$ cat src/bblur_pkg.sv
// Shared types, widths and constants for the 3x3 edge-normalised box blur.
// No dependencies; every other file of the block refers to this package.
package bblur_pkg;

  localparam int PIX_W       = 8;
  localparam int CFG_W_W     = 9;
  localparam int CFG_H_W     = 13;
  localparam int ROW_W       = 12;
  localparam int MAX_WIDTH_DEF = 256;
  localparam int MAX_HEIGHT  = 4096;
  localparam int RESET_WIDTH = 160;
  localparam int RESET_HEIGHT = 160;
  localparam int APB_AW      = 3;
  localparam int APB_DW      = 32;
  localparam int COLSUM_W    = 10;
  localparam int SUM_W       = 12;
  localparam int CNT_W       = 4;
  localparam int RECIP_W     = 17;
  localparam int RECIP_SHIFT = 16;
  localparam int PROD_W      = SUM_W + RECIP_W;

  typedef enum logic {
    CMD_PIXEL = 1'b0,
    CMD_FLUSH = 1'b1
  } cmd_t;

  typedef enum logic {
    REG_WIDTH  = 1'b0,
    REG_HEIGHT = 1'b1
  } reg_idx_t;

  typedef enum logic [2:0] {
    S_IDLE,
    S_READ,
    S_PUSH2,
    S_COL,
    S_TOT,
    S_MUL,
    S_EMIT
  } state_t;

  // ceil(2^16 / n) for every neighbour count; exact for sums below 2^15
  function automatic logic [RECIP_W-1:0] recip(input logic [CNT_W-1:0] cnt);
    logic [RECIP_W-1:0] m;
    case (cnt)
      CNT_W'(1): m = RECIP_W'(65536);
      CNT_W'(2): m = RECIP_W'(32768);
      CNT_W'(3): m = RECIP_W'(21846);
      CNT_W'(4): m = RECIP_W'(16384);
      CNT_W'(6): m = RECIP_W'(10923);
      CNT_W'(9): m = RECIP_W'(7282);
      default:   m = RECIP_W'(65536);
    endcase
    return m;
  endfunction

endpackage

$ cat src/bblur_if.sv
// Valid/ready stream interfaces for the pixel input and the blurred output.
// Depends on bblur_pkg for the pixel width.
interface bblur_in_if;
  logic                        valid;
  logic                        ready;
  logic                        command;
  logic [bblur_pkg::PIX_W-1:0] pixel_in;

  modport source (output valid, command, pixel_in, input ready);
  modport sink   (input valid, command, pixel_in, output ready);
endinterface

interface bblur_out_if;
  logic                        valid;
  logic                        ready;
  logic [bblur_pkg::PIX_W-1:0] pixel_out;
  logic                        end_of_frame;
  logic                        dropped;

  modport source (output valid, pixel_out, end_of_frame, dropped, input ready);
  modport sink   (input valid, pixel_out, end_of_frame, dropped, output ready);
endinterface

$ cat src/box_blur_3x3_edge_normalized.sv
// 3x3 box blur, edge-normalised mean, one line memory holding two rows per entry.
// Read / modify / write on the line memory, then sum, reciprocal multiply and output
// load. An item with no result ends after the write; the last pixel of a one-row
// frame first pushes one more empty column, and a dropped pixel skips the arithmetic.
// One item at a time, taken only once the last is through, output stall included.
// Synchronous active-low reset, memory not cleared. Depends on bblur_pkg and bblur_if.
module box_blur_3x3_edge_normalized #(
  parameter int MAX_WIDTH = bblur_pkg::MAX_WIDTH_DEF
) (
  input  logic                           clk,
  input  logic                           rst_n,
  bblur_in_if.sink                       in_ch,
  bblur_out_if.source                    out_ch,
  input  logic                           psel,
  input  logic                           penable,
  input  logic                           pwrite,
  input  logic [bblur_pkg::APB_AW-1:0]   paddr,
  input  logic [bblur_pkg::APB_DW-1:0]   pwdata,
  output logic [bblur_pkg::APB_DW-1:0]   prdata,
  output logic                           pready
);

  localparam int CW  = $clog2(MAX_WIDTH);
  localparam int EWA = $clog2(MAX_WIDTH + 1);
  localparam int EWW = (bblur_pkg::CFG_W_W > EWA) ? bblur_pkg::CFG_W_W : EWA;
  localparam int PW  = bblur_pkg::PIX_W;
  localparam int HW  = bblur_pkg::CFG_H_W;
  localparam int RW  = bblur_pkg::ROW_W;

  // configuration
  logic [bblur_pkg::CFG_W_W-1:0] width_r;
  logic [HW-1:0]                 height_r;
  logic                          cfg_we;
  logic [EWW-1:0]                eff_w;
  logic [HW-1:0]                 eff_h;

  // sequencer and stream position
  bblur_pkg::state_t state_r, state_nxt;
  logic [CW-1:0]     in_col_r;
  logic [RW-1:0]     in_row_r;
  logic [CW-1:0]     out_col_r;
  logic [RW-1:0]     out_row_r;
  logic              draining_r;
  logic              extra_r;
  logic              pend_r;
  logic              drop_r;
  logic [3*PW-1:0]   win_r [3];

  // item and arithmetic registers
  logic                           cmd_r;
  logic [PW-1:0]                  px_r;
  logic [bblur_pkg::COLSUM_W-1:0] colsum_r [3];
  logic [bblur_pkg::COLSUM_W-1:0] colsum   [3];
  logic [bblur_pkg::CNT_W-1:0]    cnt_r;
  logic [bblur_pkg::CNT_W-1:0]    cnt;
  logic [bblur_pkg::SUM_W-1:0]    sum_r;
  logic [bblur_pkg::RECIP_W-1:0]  recip_r;
  logic [bblur_pkg::PROD_W-1:0]   prod_r;

  // line memory: {row above, current row} per column
  logic [2*PW-1:0] line_mem [MAX_WIDTH];
  logic [2*PW-1:0] rd_q;
  logic [PW-1:0]   rd_above;
  logic [PW-1:0]   rd_cur;
  logic [PW-1:0]   push_px;

  // output register
  logic          out_valid_r;
  logic [PW-1:0] out_pix_r;
  logic          out_eof_r;
  logic          out_drop_r;

  // control
  logic accept, in_ready, mem_re, do_push, pix_adv;
  logic ld_col, ld_tot, ld_mul, emit_fire, out_free, restart;
  logic in_col_last, in_row_last, ready_in, h_one, out_col_last, out_row_last, out_last;
  logic rd_idle, rd_drop, rd_flush, rd_pix, last_one_row;
  logic [CW-1:0] in_col_next;

  // ---------------- configuration port ----------------
  assign pready = 1'b1;
  assign cfg_we = psel && penable && pwrite && pready;

  always_comb begin
    case (bblur_pkg::reg_idx_t'(paddr[2]))
      bblur_pkg::REG_WIDTH:  prdata = bblur_pkg::APB_DW'(width_r);
      bblur_pkg::REG_HEIGHT: prdata = bblur_pkg::APB_DW'(height_r);
      default:               prdata = '0;
    endcase
  end

  always_ff @(posedge clk) begin
    if (!rst_n) begin
      width_r  <= bblur_pkg::CFG_W_W'(bblur_pkg::RESET_WIDTH);
      height_r <= HW'(bblur_pkg::RESET_HEIGHT);
    end else if (cfg_we) begin
      case (bblur_pkg::reg_idx_t'(paddr[2]))
        bblur_pkg::REG_WIDTH:  width_r  <= pwdata[bblur_pkg::CFG_W_W-1:0];
        bblur_pkg::REG_HEIGHT: height_r <= pwdata[HW-1:0];
        default: ;
      endcase
    end
  end

  // zero acts as one, oversize clamps to the maximum
  always_comb begin
    if (width_r == '0) begin
      eff_w = EWW'(1);
    end else if (EWW'(width_r) > EWW'(MAX_WIDTH)) begin
      eff_w = EWW'(MAX_WIDTH);
    end else begin
      eff_w = EWW'(width_r);
    end
    if (height_r == '0) begin
      eff_h = HW'(1);
    end else if (height_r > HW'(bblur_pkg::MAX_HEIGHT)) begin
      eff_h = HW'(bblur_pkg::MAX_HEIGHT);
    end else begin
      eff_h = height_r;
    end
  end

  // ---------------- position decode ----------------
  assign in_col_last  = (EWW'(in_col_r) + EWW'(1)) >= eff_w;
  assign in_row_last  = (HW'(in_row_r) + HW'(1)) >= eff_h;
  assign in_col_next  = in_col_last ? '0 : in_col_r + CW'(1);
  assign ready_in     = (in_row_r > RW'(1)) || ((in_row_r != '0) && (in_col_r != '0));
  assign h_one        = (eff_h == HW'(1));
  assign out_col_last = (EWW'(out_col_r) + EWW'(1)) >= eff_w;
  assign out_row_last = (HW'(out_row_r) + HW'(1)) >= eff_h;
  assign out_last     = out_col_last && out_row_last;

  assign rd_idle  = !extra_r && (cmd_r == bblur_pkg::CMD_FLUSH) && !draining_r;
  assign rd_drop  = !extra_r && (cmd_r == bblur_pkg::CMD_PIXEL) && draining_r;
  assign rd_flush = !extra_r && (cmd_r == bblur_pkg::CMD_FLUSH) && draining_r;
  assign rd_pix   = !extra_r && (cmd_r == bblur_pkg::CMD_PIXEL) && !draining_r;
  // one-row frame: the last pixel pushes one more empty column
  assign last_one_row = rd_pix && in_col_last && in_row_last && h_one;

  assign out_free = !out_valid_r || out_ch.ready;

  // ---------------- sequencer ----------------
  always_comb begin
    state_nxt = state_r;
    case (state_r)
      bblur_pkg::S_IDLE: begin
        if (accept) state_nxt = bblur_pkg::S_READ;
      end
      bblur_pkg::S_READ: begin
        if (extra_r) begin
          state_nxt = pend_r ? bblur_pkg::S_COL : bblur_pkg::S_IDLE;
        end else if (rd_idle) begin
          state_nxt = bblur_pkg::S_IDLE;
        end else if (rd_drop) begin
          state_nxt = bblur_pkg::S_EMIT;
        end else if (rd_flush) begin
          state_nxt = bblur_pkg::S_COL;
        end else if (last_one_row) begin
          state_nxt = bblur_pkg::S_PUSH2;
        end else begin
          state_nxt = ready_in ? bblur_pkg::S_COL : bblur_pkg::S_IDLE;
        end
      end
      bblur_pkg::S_PUSH2: state_nxt = bblur_pkg::S_READ;
      bblur_pkg::S_COL:   state_nxt = bblur_pkg::S_TOT;
      bblur_pkg::S_TOT:   state_nxt = bblur_pkg::S_MUL;
      bblur_pkg::S_MUL:   state_nxt = bblur_pkg::S_EMIT;
      bblur_pkg::S_EMIT: begin
        if (out_free) state_nxt = bblur_pkg::S_IDLE;
      end
      default: state_nxt = bblur_pkg::S_IDLE;
    endcase
  end

  always_comb begin
    in_ready  = (state_r == bblur_pkg::S_IDLE);
    do_push   = (state_r == bblur_pkg::S_READ) && (extra_r || rd_flush || rd_pix);
    pix_adv   = (state_r == bblur_pkg::S_READ) && rd_pix;
    mem_re    = (in_ready && in_ch.valid) || (state_r == bblur_pkg::S_PUSH2);
    ld_col    = (state_r == bblur_pkg::S_COL);
    ld_tot    = (state_r == bblur_pkg::S_TOT);
    ld_mul    = (state_r == bblur_pkg::S_MUL);
    emit_fire = (state_r == bblur_pkg::S_EMIT) && out_free;
  end

  assign accept      = in_ch.valid && in_ready;
  assign in_ch.ready = in_ready;
  assign restart     = cfg_we || (emit_fire && !drop_r && out_last);

  // ---------------- line memory ----------------
  assign rd_above = rd_q[2*PW-1:PW];
  assign rd_cur   = rd_q[PW-1:0];
  assign push_px  = (extra_r || (cmd_r == bblur_pkg::CMD_FLUSH)) ? '0 : px_r;

  // write in the read state, reads only issued in later cycles: no overlap
  always_ff @(posedge clk) begin
    if (do_push) line_mem[in_col_r] <= {rd_cur, push_px};
    if (mem_re)  rd_q <= line_mem[in_col_r];
  end

  // ---------------- control registers ----------------
  always_ff @(posedge clk) begin
    if (!rst_n) begin
      state_r    <= bblur_pkg::S_IDLE;
      in_col_r   <= '0;
      in_row_r   <= '0;
      out_col_r  <= '0;
      out_row_r  <= '0;
      draining_r <= 1'b0;
      extra_r    <= 1'b0;
      pend_r     <= 1'b0;
      drop_r     <= 1'b0;
      for (int k = 0; k < 3; k++) win_r[k] <= '0;
    end else begin
      state_r <= state_nxt;
      if (accept) begin
        extra_r <= 1'b0;
        drop_r  <= 1'b0;
      end
      if (state_r == bblur_pkg::S_PUSH2) extra_r <= 1'b1;
      if ((state_r == bblur_pkg::S_READ) && !extra_r) drop_r <= rd_drop;
      if (pix_adv) pend_r <= ready_in;
      if (do_push) begin
        win_r[0] <= win_r[1];
        win_r[1] <= win_r[2];
        win_r[2] <= {rd_above, rd_cur, push_px};
        in_col_r <= in_col_next;
      end
      if (pix_adv && in_col_last) begin
        if (in_row_last) begin
          draining_r <= 1'b1;
        end else begin
          in_row_r <= in_row_r + RW'(1);
        end
      end
      if (emit_fire && !drop_r && !out_last) begin
        if (out_col_last) begin
          out_col_r <= '0;
          out_row_r <= out_row_r + RW'(1);
        end else begin
          out_col_r <= out_col_r + CW'(1);
        end
      end
      if (restart) begin
        in_col_r   <= '0;
        in_row_r   <= '0;
        out_col_r  <= '0;
        out_row_r  <= '0;
        draining_r <= 1'b0;
        for (int k = 0; k < 3; k++) win_r[k] <= '0;
      end
    end
  end

  // ---------------- neighbourhood sum and mean ----------------
  always_comb begin
    logic rv0, rv2, cv0, cv2;
    logic [1:0] nrows, ncols;
    rv0 = (out_row_r != '0);
    rv2 = !out_row_last;
    cv0 = (out_col_r != '0);
    cv2 = !out_col_last;
    for (int k = 0; k < 3; k++) begin
      colsum[k] = (rv0 ? bblur_pkg::COLSUM_W'(win_r[k][3*PW-1:2*PW]) : '0)
                + bblur_pkg::COLSUM_W'(win_r[k][2*PW-1:PW])
                + (rv2 ? bblur_pkg::COLSUM_W'(win_r[k][PW-1:0]) : '0);
    end
    if (!cv0) colsum[0] = '0;
    if (!cv2) colsum[2] = '0;
    nrows = 2'd1 + 2'(rv0) + 2'(rv2);
    ncols = 2'd1 + 2'(cv0) + 2'(cv2);
    cnt   = bblur_pkg::CNT_W'(nrows) * bblur_pkg::CNT_W'(ncols);
  end

  always_ff @(posedge clk) begin
    if (accept) begin
      cmd_r <= in_ch.command;
      px_r  <= in_ch.pixel_in;
    end
    if (ld_col) begin
      for (int k = 0; k < 3; k++) colsum_r[k] <= colsum[k];
      cnt_r <= cnt;
    end
    if (ld_tot) begin
      sum_r   <= bblur_pkg::SUM_W'(colsum_r[0]) + bblur_pkg::SUM_W'(colsum_r[1])
               + bblur_pkg::SUM_W'(colsum_r[2]);
      recip_r <= bblur_pkg::recip(cnt_r);
    end
    if (ld_mul) prod_r <= bblur_pkg::PROD_W'(sum_r) * bblur_pkg::PROD_W'(recip_r);
  end

  // ---------------- output register ----------------
  always_ff @(posedge clk) begin
    if (!rst_n) begin
      out_valid_r <= 1'b0;
    end else if (emit_fire) begin
      out_valid_r <= 1'b1;
    end else if (out_ch.ready) begin
      out_valid_r <= 1'b0;
    end
  end

  always_ff @(posedge clk) begin
    if (emit_fire) begin
      if (drop_r) begin
        out_pix_r  <= '0;
        out_eof_r  <= 1'b0;
        out_drop_r <= 1'b1;
      end else begin
        out_pix_r  <= prod_r[bblur_pkg::RECIP_SHIFT +: PW];
        out_eof_r  <= out_last;
        out_drop_r <= 1'b0;
      end
    end
  end

  assign out_ch.valid        = out_valid_r;
  assign out_ch.pixel_out    = out_pix_r;
  assign out_ch.end_of_frame = out_eof_r;
  assign out_ch.dropped      = out_drop_r;

endmodule

$ cat src/flat_wrapper.sv
// flat-port wrapper written by rule: the top's interface ports become plain ports
module box_blur_3x3_edge_normalized_flat 
#(
  parameter int MAX_WIDTH = bblur_pkg::MAX_WIDTH_DEF
)
  (clk, rst_n, psel, penable, pwrite, paddr, pwdata, prdata, pready, in_ch_valid, in_ch_command, in_ch_pixel_in, in_ch_ready, out_ch_valid, out_ch_pixel_out, out_ch_end_of_frame, out_ch_dropped, out_ch_ready);
  bblur_in_if in_ch_i ();
  bblur_out_if out_ch_i ();
  input  logic clk;
  input  logic rst_n;
  input  logic psel;
  input  logic penable;
  input  logic pwrite;
  input  logic [bblur_pkg::APB_AW-1:0] paddr;
  input  logic [bblur_pkg::APB_DW-1:0] pwdata;
  output logic [bblur_pkg::APB_DW-1:0] prdata;
  output logic pready;
  input wire logic [$bits(in_ch_i.valid)-1:0] in_ch_valid;
  input wire logic [$bits(in_ch_i.command)-1:0] in_ch_command;
  input wire logic [$bits(in_ch_i.pixel_in)-1:0] in_ch_pixel_in;
  output wire logic [$bits(in_ch_i.ready)-1:0] in_ch_ready;
  output wire logic [$bits(out_ch_i.valid)-1:0] out_ch_valid;
  output wire logic [$bits(out_ch_i.pixel_out)-1:0] out_ch_pixel_out;
  output wire logic [$bits(out_ch_i.end_of_frame)-1:0] out_ch_end_of_frame;
  output wire logic [$bits(out_ch_i.dropped)-1:0] out_ch_dropped;
  input wire logic [$bits(out_ch_i.ready)-1:0] out_ch_ready;
  assign in_ch_i.valid = in_ch_valid;
  assign in_ch_i.command = in_ch_command;
  assign in_ch_i.pixel_in = in_ch_pixel_in;
  assign in_ch_ready = in_ch_i.ready;
  assign out_ch_valid = out_ch_i.valid;
  assign out_ch_pixel_out = out_ch_i.pixel_out;
  assign out_ch_end_of_frame = out_ch_i.end_of_frame;
  assign out_ch_dropped = out_ch_i.dropped;
  assign out_ch_i.ready = out_ch_ready;
  box_blur_3x3_edge_normalized #(.MAX_WIDTH(MAX_WIDTH)) u_core (.clk(clk), .rst_n(rst_n), .in_ch(in_ch_i), .out_ch(out_ch_i), .psel(psel), .penable(penable), .pwrite(pwrite), .paddr(paddr), .pwdata(pwdata), .prdata(prdata), .pready(pready));
endmodule
$ cat config.mk
export PLATFORM = sky130hd
export DESIGN_NAME = box_blur_3x3_edge_normalized_flat
export DESIGN_NICKNAME = d
export VERILOG_FILES = /design/src/bblur_pkg.sv /design/src/bblur_if.sv /design/src/box_blur_3x3_edge_normalized.sv /design/src/flat_wrapper.sv
export SDC_FILE = /design/constraint.sdc
export NUM_CORES = 2
export LEC_CHECK = 0
export ABC_CLOCK_PERIOD_IN_PS = 7000
export BUFFER_PORTS_ARGS = -buffer_cell sky130_fd_sc_hd__buf_2
export CELL_PAD_IN_SITES_DETAIL_PLACEMENT = 1
export CELL_PAD_IN_SITES_GLOBAL_PLACEMENT = 2
export CORE_MARGIN = 10
export CORE_UTILIZATION = 51
export DETAILED_ROUTE_END_ITERATION = 10
export PLACE_DENSITY_LB_ADDON = 0.08
export SYNTH_ARGS = -nofsm -noshare
export SYNTH_HDL_FRONTEND = slang
export SYNTH_MEMORY_MAX_BITS = 65536
export SYNTH_SLANG_ARGS = --single-unit
export TNS_END_PERCENT = 100
$ cat constraint.sdc
create_clock -name clk -period 7 [get_ports clk]
set_input_delay 0.7 -clock clk [delete_from_list [all_inputs] [get_ports clk]]
set_output_delay 0.7 -clock clk [all_outputs]
set_load 0.01 [all_outputs]
Word level (Yosys, flattened, before mapping)
Memory sizes are Yosys's and may differ from the RTL's. A register that Yosys moved wholly into a read port is not among the register bits.
Cells that the tools add are included.

storage, ports and cells
  register bits = 146
  RAM bits = 4,198
  output and inout bits = 45
  memories kept = 3

memories
  name             words  width  rd ports  clocked after Yosys merged registers in  wr ports  RTL line                            text
  u_core.line_mem  256    16     1         1                                        1         box_blur_3x3_edge_normalized.sv:61  logic [2*PW-1:0] line_mem [MAX_WIDTH];
  u_core.win_r     3      24     3         0                                        3         box_blur_3x3_edge_normalized.sv:47  logic [3*PW-1:0] win_r [3];
  u_core.colsum_r  3      10     3         0                                        3         box_blur_3x3_edge_normalized.sv:52  logic [bblur_pkg::COLSUM_W-1:0] colsum_r [3];

cells by class
  $add $sub $neg = 20
  multiply operators = 2
  magnitude comparators = 7
  equal/unequal tests = 14
  mux-type cells = 49
  bitwise gates (word level) = 10
  reduce and logical (&&, ||, !) cells = 53

operators with widths
  operator                                         number
  2-to-1 mux 24 bit                                6
  case mux 17 bit (5 select lines)                 1
  2-to-1 mux 8 bit                                 9
  case mux 32 bit (2 select lines)                 1
  adder 10 bit                                     3
  adder 10 x 8 -> 10 bit                           3
  adder 12 x 1 -> 13 bit (second input constant)   2
  greater-or-equal comparator 13 bit               2
  2-to-1 mux 13 bit                                2
  adder 12 x 1 -> 12 bit (second input constant)   2
  multiplier 12 x 17 -> 24 bit                     1
  nonzero test 12 bit                              2
  logical AND 1 bit                                22
  2-to-1 mux 3 bit                                 7
  case mux 3 bit (7 select lines)                  1
  2-to-1 mux 10 bit                                2
  adder 8 x 1 -> 9 bit (second input constant)     2
  greater-or-equal comparator 9 bit                2
  2-to-1 mux 9 bit                                 2
  adder 8 x 1 -> 8 bit (second input constant)     2
  2-to-1 mux 1 bit                                 16
  nonzero test 8 bit                               2
  == test 13 x 1 -> 1 bit (second input constant)  1
  > comparator 13 bit (second input constant)      1
  other kinds (25)                                 61

Logic depth before layout (Yosys ltp)
  word-level depth = 13
  mapped depth = 25
  gate-level depth less buffers = 23

Worst setup path after synthesis
OpenSTA, ideal clock, no wires.

  path kind = reg2reg
  from = register u_core.out_row_r[0]
  to = memory u_core.colsum_r[0][29] (netlist name) (data pin)
  data arrival time = 5.362 ns
  data required time = 6.744 ns
  setup slack = 1.382 ns
  cell stages (with the launch flop) = 26
  path buffers = 2
  cells stage by stage = dfxtp_1 ha_1 nand3_1 or2_2 or2_1 or2_2 xnor2_1 ha_1 and3_1 a41o_1 a21oi_1 o31a_1 clkbuf_1 clkbuf_1 nand2_1 fa_1 inv_1 ha_1 fa_1 a21o_1 a21oi_1 o21bai_1 a21oi_1 nor2b_1 o21ai_0 nor2_1

RTL lines
  what                      RTL line                             text
  start: declaration        box_blur_3x3_edge_normalized.sv:42   logic [RW-1:0] out_row_r;
  start signal: assignment  box_blur_3x3_edge_normalized.sv:239  out_row_r <= out_row_r + RW'(1);
  end: declaration          box_blur_3x3_edge_normalized.sv:52

==> results.txt <==
- The run finished with clean final reports.
- Cells with a size suffix above 1 make up 27.0% of the layout.
- Of the synthesized area, sequential elements account for 73.8%.
- CP Capture Point: u_core.colsum_r[0][9]
* IO Port Bufs: 54
* Routability cong.: 0.879
* Number of max-capacitance violations reported: 0
* Routed via count: 88000
* Flop and latch count out of synthesis: 4335
* DRC viols: 0
* Final worst clock skew: 60.5 ps
- The tree is rooted in a sky130_fd_sc_hd__clkbuf_16.
* Final Max Tran Viols: 0
- Site Rows: 214
- Across all hold checks on the routed design, the worst slack comes to 120 ps.
- Max Root-Sink Buffers: 4
- The HPWL after detailed placement is 310000 µm.
- Sorting the synthesized cells by area gives the leading types as sky130_fd_sc_hd__edfxtp_1 72%, sky130_fd_sc_hd__mux4_2 15%, sky130_fd_sc_hd__fa_1 1.8%.
- The final layout contains routed wiring with a total length of 502000 µm.
* Total congestion overflow after global routing: 0
- Wire length of the first global-routing pass: 710000 µm
* Clock-pin slew on the worst setup and hold paths: 60 ps
- Among all flip-flop cells after synthesis, the most frequent one is sky130_fd_sc_hd__edfxtp_1.
* Clk_lat worst skew: 1010 ps
- Of all nets on the critical path, the largest fanout is 13.
* Initial core utilization: 51.3%
* Synth-to-Final Area Change: 12.9%
- The endpoint identified for the worst register-to-register timing path is u_core.colsum_r[0][9].
- I/O pin count: 96
* TritonCTS buffer count: 445
- The average instance in the mapped netlist occupies 20.7 µm².
- Counting flops with a built-in enable in the synthesized netlist gives 4193.
- At the worst endpoint, the arrival time is 6920 ps.
- The H-tree was split into 5 levels.
* Length in cells of the worst reg-to-reg path: 23
* Final worst-path cycle share: 88.6%
- Hold Crit Depth: 3
* Via count of the first global-routing pass: 91400
* Worst reg-to-reg setup slack: 790 ps
* Final standard cell utilization of the core: 57.9%
- Routed length per instance: 36.3 µm
- The netlist uses 81 different library cells.
- The floorplan step set the die width to 605 µm.
* Required time of the critical path: 7720 ps
* Cts-stage hold buffer count: 22
- The startpoint identified for the worst register-to-register timing path is u_core.out_row_r[0].
- Counting flops with an async set or reset pin after synthesis yields a share of 0%.
- Placeable core region: 0.340 mm²
* Final #Nets: 9260
- Iteration count of the initial detailed-routing pass: 5
* Worst Max-Slew Pin Slew: 1290 ps
- Setup_tns: 0 ps
- Power spread over the standard cell area amounts to 273 mW/mm².
- After synthesis, the largest area contributor takes up 72.2% of total cell area.
- Setup Viol. Count Final: 0
- Based on the critical path, the design can be clocked at up to 161 MHz.
- Once detail routing completed, the nets flagged for antenna violations numbered 0.
- Most area-hungry cell type in the Yosys netlist: sky130_fd_sc_hd__edfxtp_1
* Setup repair after global routing missed its margin: false
- Pin count of the biggest net entering global routing: 217
* Placed insts: 13000
* TritonCTS clock tree: yes
* Startpoint Class: register
* Cell Area, Synth: 0.174 mm²
- For this run, the number of standard cells in the final layout without fillers is 13800.
- The path class of the tightest hold or removal check is input pin to register.
* Post-Synthesis Cells: 8420
- Post-CTS timing repair inserted 0 buffers for setup.
- Initial antenna violation count: 28
- The worst setup path is captured at a register.
- The die is 605 µm tall.
- In this run the static leakage power is 62.9 nW.
- CP Class: register to register
- The count of final hold-check violations came to 0.
- Synth Warn #: 0
- The worst path meets setup with 795 ps of slack.
- Critical path origin: u_core.out_row_r[0]
- The clock period could shrink to 6210 ps.
- Sink Count: 4335
* Global-route total usage across every layer: 27.3%
* Floorplan die area: 0.366 mm²
- Relative slew margins: 11.5%
- OpenSTA, run right after detailed placement, puts the worst setup slack at 782 ps.
* Per-cell via count in the routed design: 6.37
* Number of DRC violations after detailed-routing iteration 0: 10900
* Worst ir drop on vdd: 0.229 mV
- Post-CTS repair changed the size of 0 cells.
## worst max-delay path, cell delays in order (launching register included)
cell                       delay, ps
sky130_fd_sc_hd__dfxtp_1         420
sky130_fd_sc_hd__ha_1            240
sky130_fd_sc_hd__nand3_1         160
sky130_fd_sc_hd__or2_2           370
sky130_fd_sc_hd__or2_1           290
sky130_fd_sc_hd__or2_2           360
sky130_fd_sc_hd__xnor2_1         140
sky130_fd_sc_hd__ha_1            340
sky130_fd_sc_hd__and3_1          180
sky130_fd_sc_hd__a41o_1          220
sky130_fd_sc_hd__a21oi_1         130
sky130_fd_sc_hd__o31a_1          640
sky130_fd_sc_hd__nand2_1         170
sky130_fd_sc_hd__fa_1            510
sky130_fd_sc_hd__inv_1            40
sky130_fd_sc_hd__ha_1            210
sky130_fd_sc_hd__fa_1            470
sky130_fd_sc_hd__a21oi_1         180
sky130_fd_sc_hd__o21bai_1        120
sky130_fd_sc_hd__a21o_1          210
sky130_fd_sc_hd__a21oi_1         230
sky130_fd_sc_hd__inv_1            60
sky130_fd_sc_hd__a21oi_1         150
sky130_fd_sc_hd__nor3b_1          70
## cells by family (layout without fill, tap and decap cells)
kind of cell    Yosys count  after routing  share of synthesized area, %
flops                  4335           4335                          73.8
mux                    1336           1336                          16.1
simple gates           1103           1103                          2.88
buf+inv                 716           1568                          1.93
compound gates          549            549                          2.04
fa+ha+maj               297            297                          2.79
xor+xnor                 82             82                         0.412
other cells               2             26                       0.00430
## routing by layer
layer | vias up | GRT usage, % | share of wire, %
li1 | 35400 | - | -
met1 | 47900 | 38.1 | 40
met2 | 3843 | 43.1 | 47
met3 | 893 | 5.30 | 8.2
met4 | 10 | 10.5 | 4.5
met5 | - | 0 | 0.011
## layout make-up
cell class / count / area (µm²)
Clock inverter: 288 / 2860
Clock buffer: 537 / 11500
Fill cell: 28600 / 143000
Timing Repair Buffer: 482 / 4000
Multi-Input combinational cell: 3387 / 43100
Antenna cell: 6 / 15.0
Inverter: 261 / 996
Sequential cell: 4335 / 129000
Tap cell: 4536 / 5680
## where the power goes
group | leakage (nW) | internal (mW) | switching, mW | total, mW
logic | 16.8 | 0.570 | 1.12 | 1.69
registers | 39.1 | 28.6 | 0.0322 | 28.6
clock network | 6.99 | 13.4 | 10.1 | 23.5
## cell usage in the layout (no fill, tap or decap), drive strengths merged, types with 146 or more instances in the layout
cell type and n:
clkinv 216, a21oi 195, fa 154, clkbuf 537, inv 273, nor2 326, buf 460, mux4 1180
nand2 413, mux2i 146, edfxtp 4193
## flip-flops by register name, indices dropped and copies added (netlist names), 9 cells and up
name	count
u_core.height_r	13
u_core.out_row_r	12
u_core.width_r	9
u_core.colsum_r	30
u_core.win_r	72
u_core.line_mem	4096
u_core.sum_r	12
u_core.in_row_r	12
u_core.rd_q	16
## per-stage QoR
| step | instance area, µm² | total power, mW |
|---|---|---|
| floorplan | 175000 | 30.3 |
| global placement | 182000 | 30.8 |
| detailed placement | 182000 | 30.8 |
| CTS | 197000 | 54.2 |
| global route | 197000 | 55.3 |
| finish | 197000 | 53.8 |
## cell usage after synthesis (all sizes together), types with 23 or more instances
| library cell | instances |
|---|---|
| o22ai | 65 |
| edfxtp | 4193 |
| nor2 | 326 |
| clkbuf | 196 |
| and2 | 65 |
| nor2b | 39 |
| nand3 | 63 |
| buf | 259 |
| ha | 143 |
| a21oi | 195 |
| dfxtp | 142 |
| nand4 | 26 |
| o21ai | 46 |
| xor2 | 31 |
| nand2 | 413 |
| mux4 | 1180 |
| mux2i | 146 |
| fa | 154 |
| nor3 | 36 |
| or4 | 23 |
| inv | 258 |
| xnor2 | 51 |
| a22oi | 54 |
## worst min-delay path by stage
stage	start	to	slack (ps)
global placement	u_core.win_r[0][23]	u_core.win_r[0][23]	440
detailed placement	u_core.win_r[0][23]	u_core.win_r[0][23]	450
global route	out_ch_ready	u_core.out_ch.valid	130
finish	out_ch_ready	u_core.out_ch.valid	120
floorplan	u_core.win_r[0][0]	u_core.win_r[0][0]	430
CTS	out_ch_ready	u_core.out_ch.valid	60
Power figures use the tool's default switching activity.
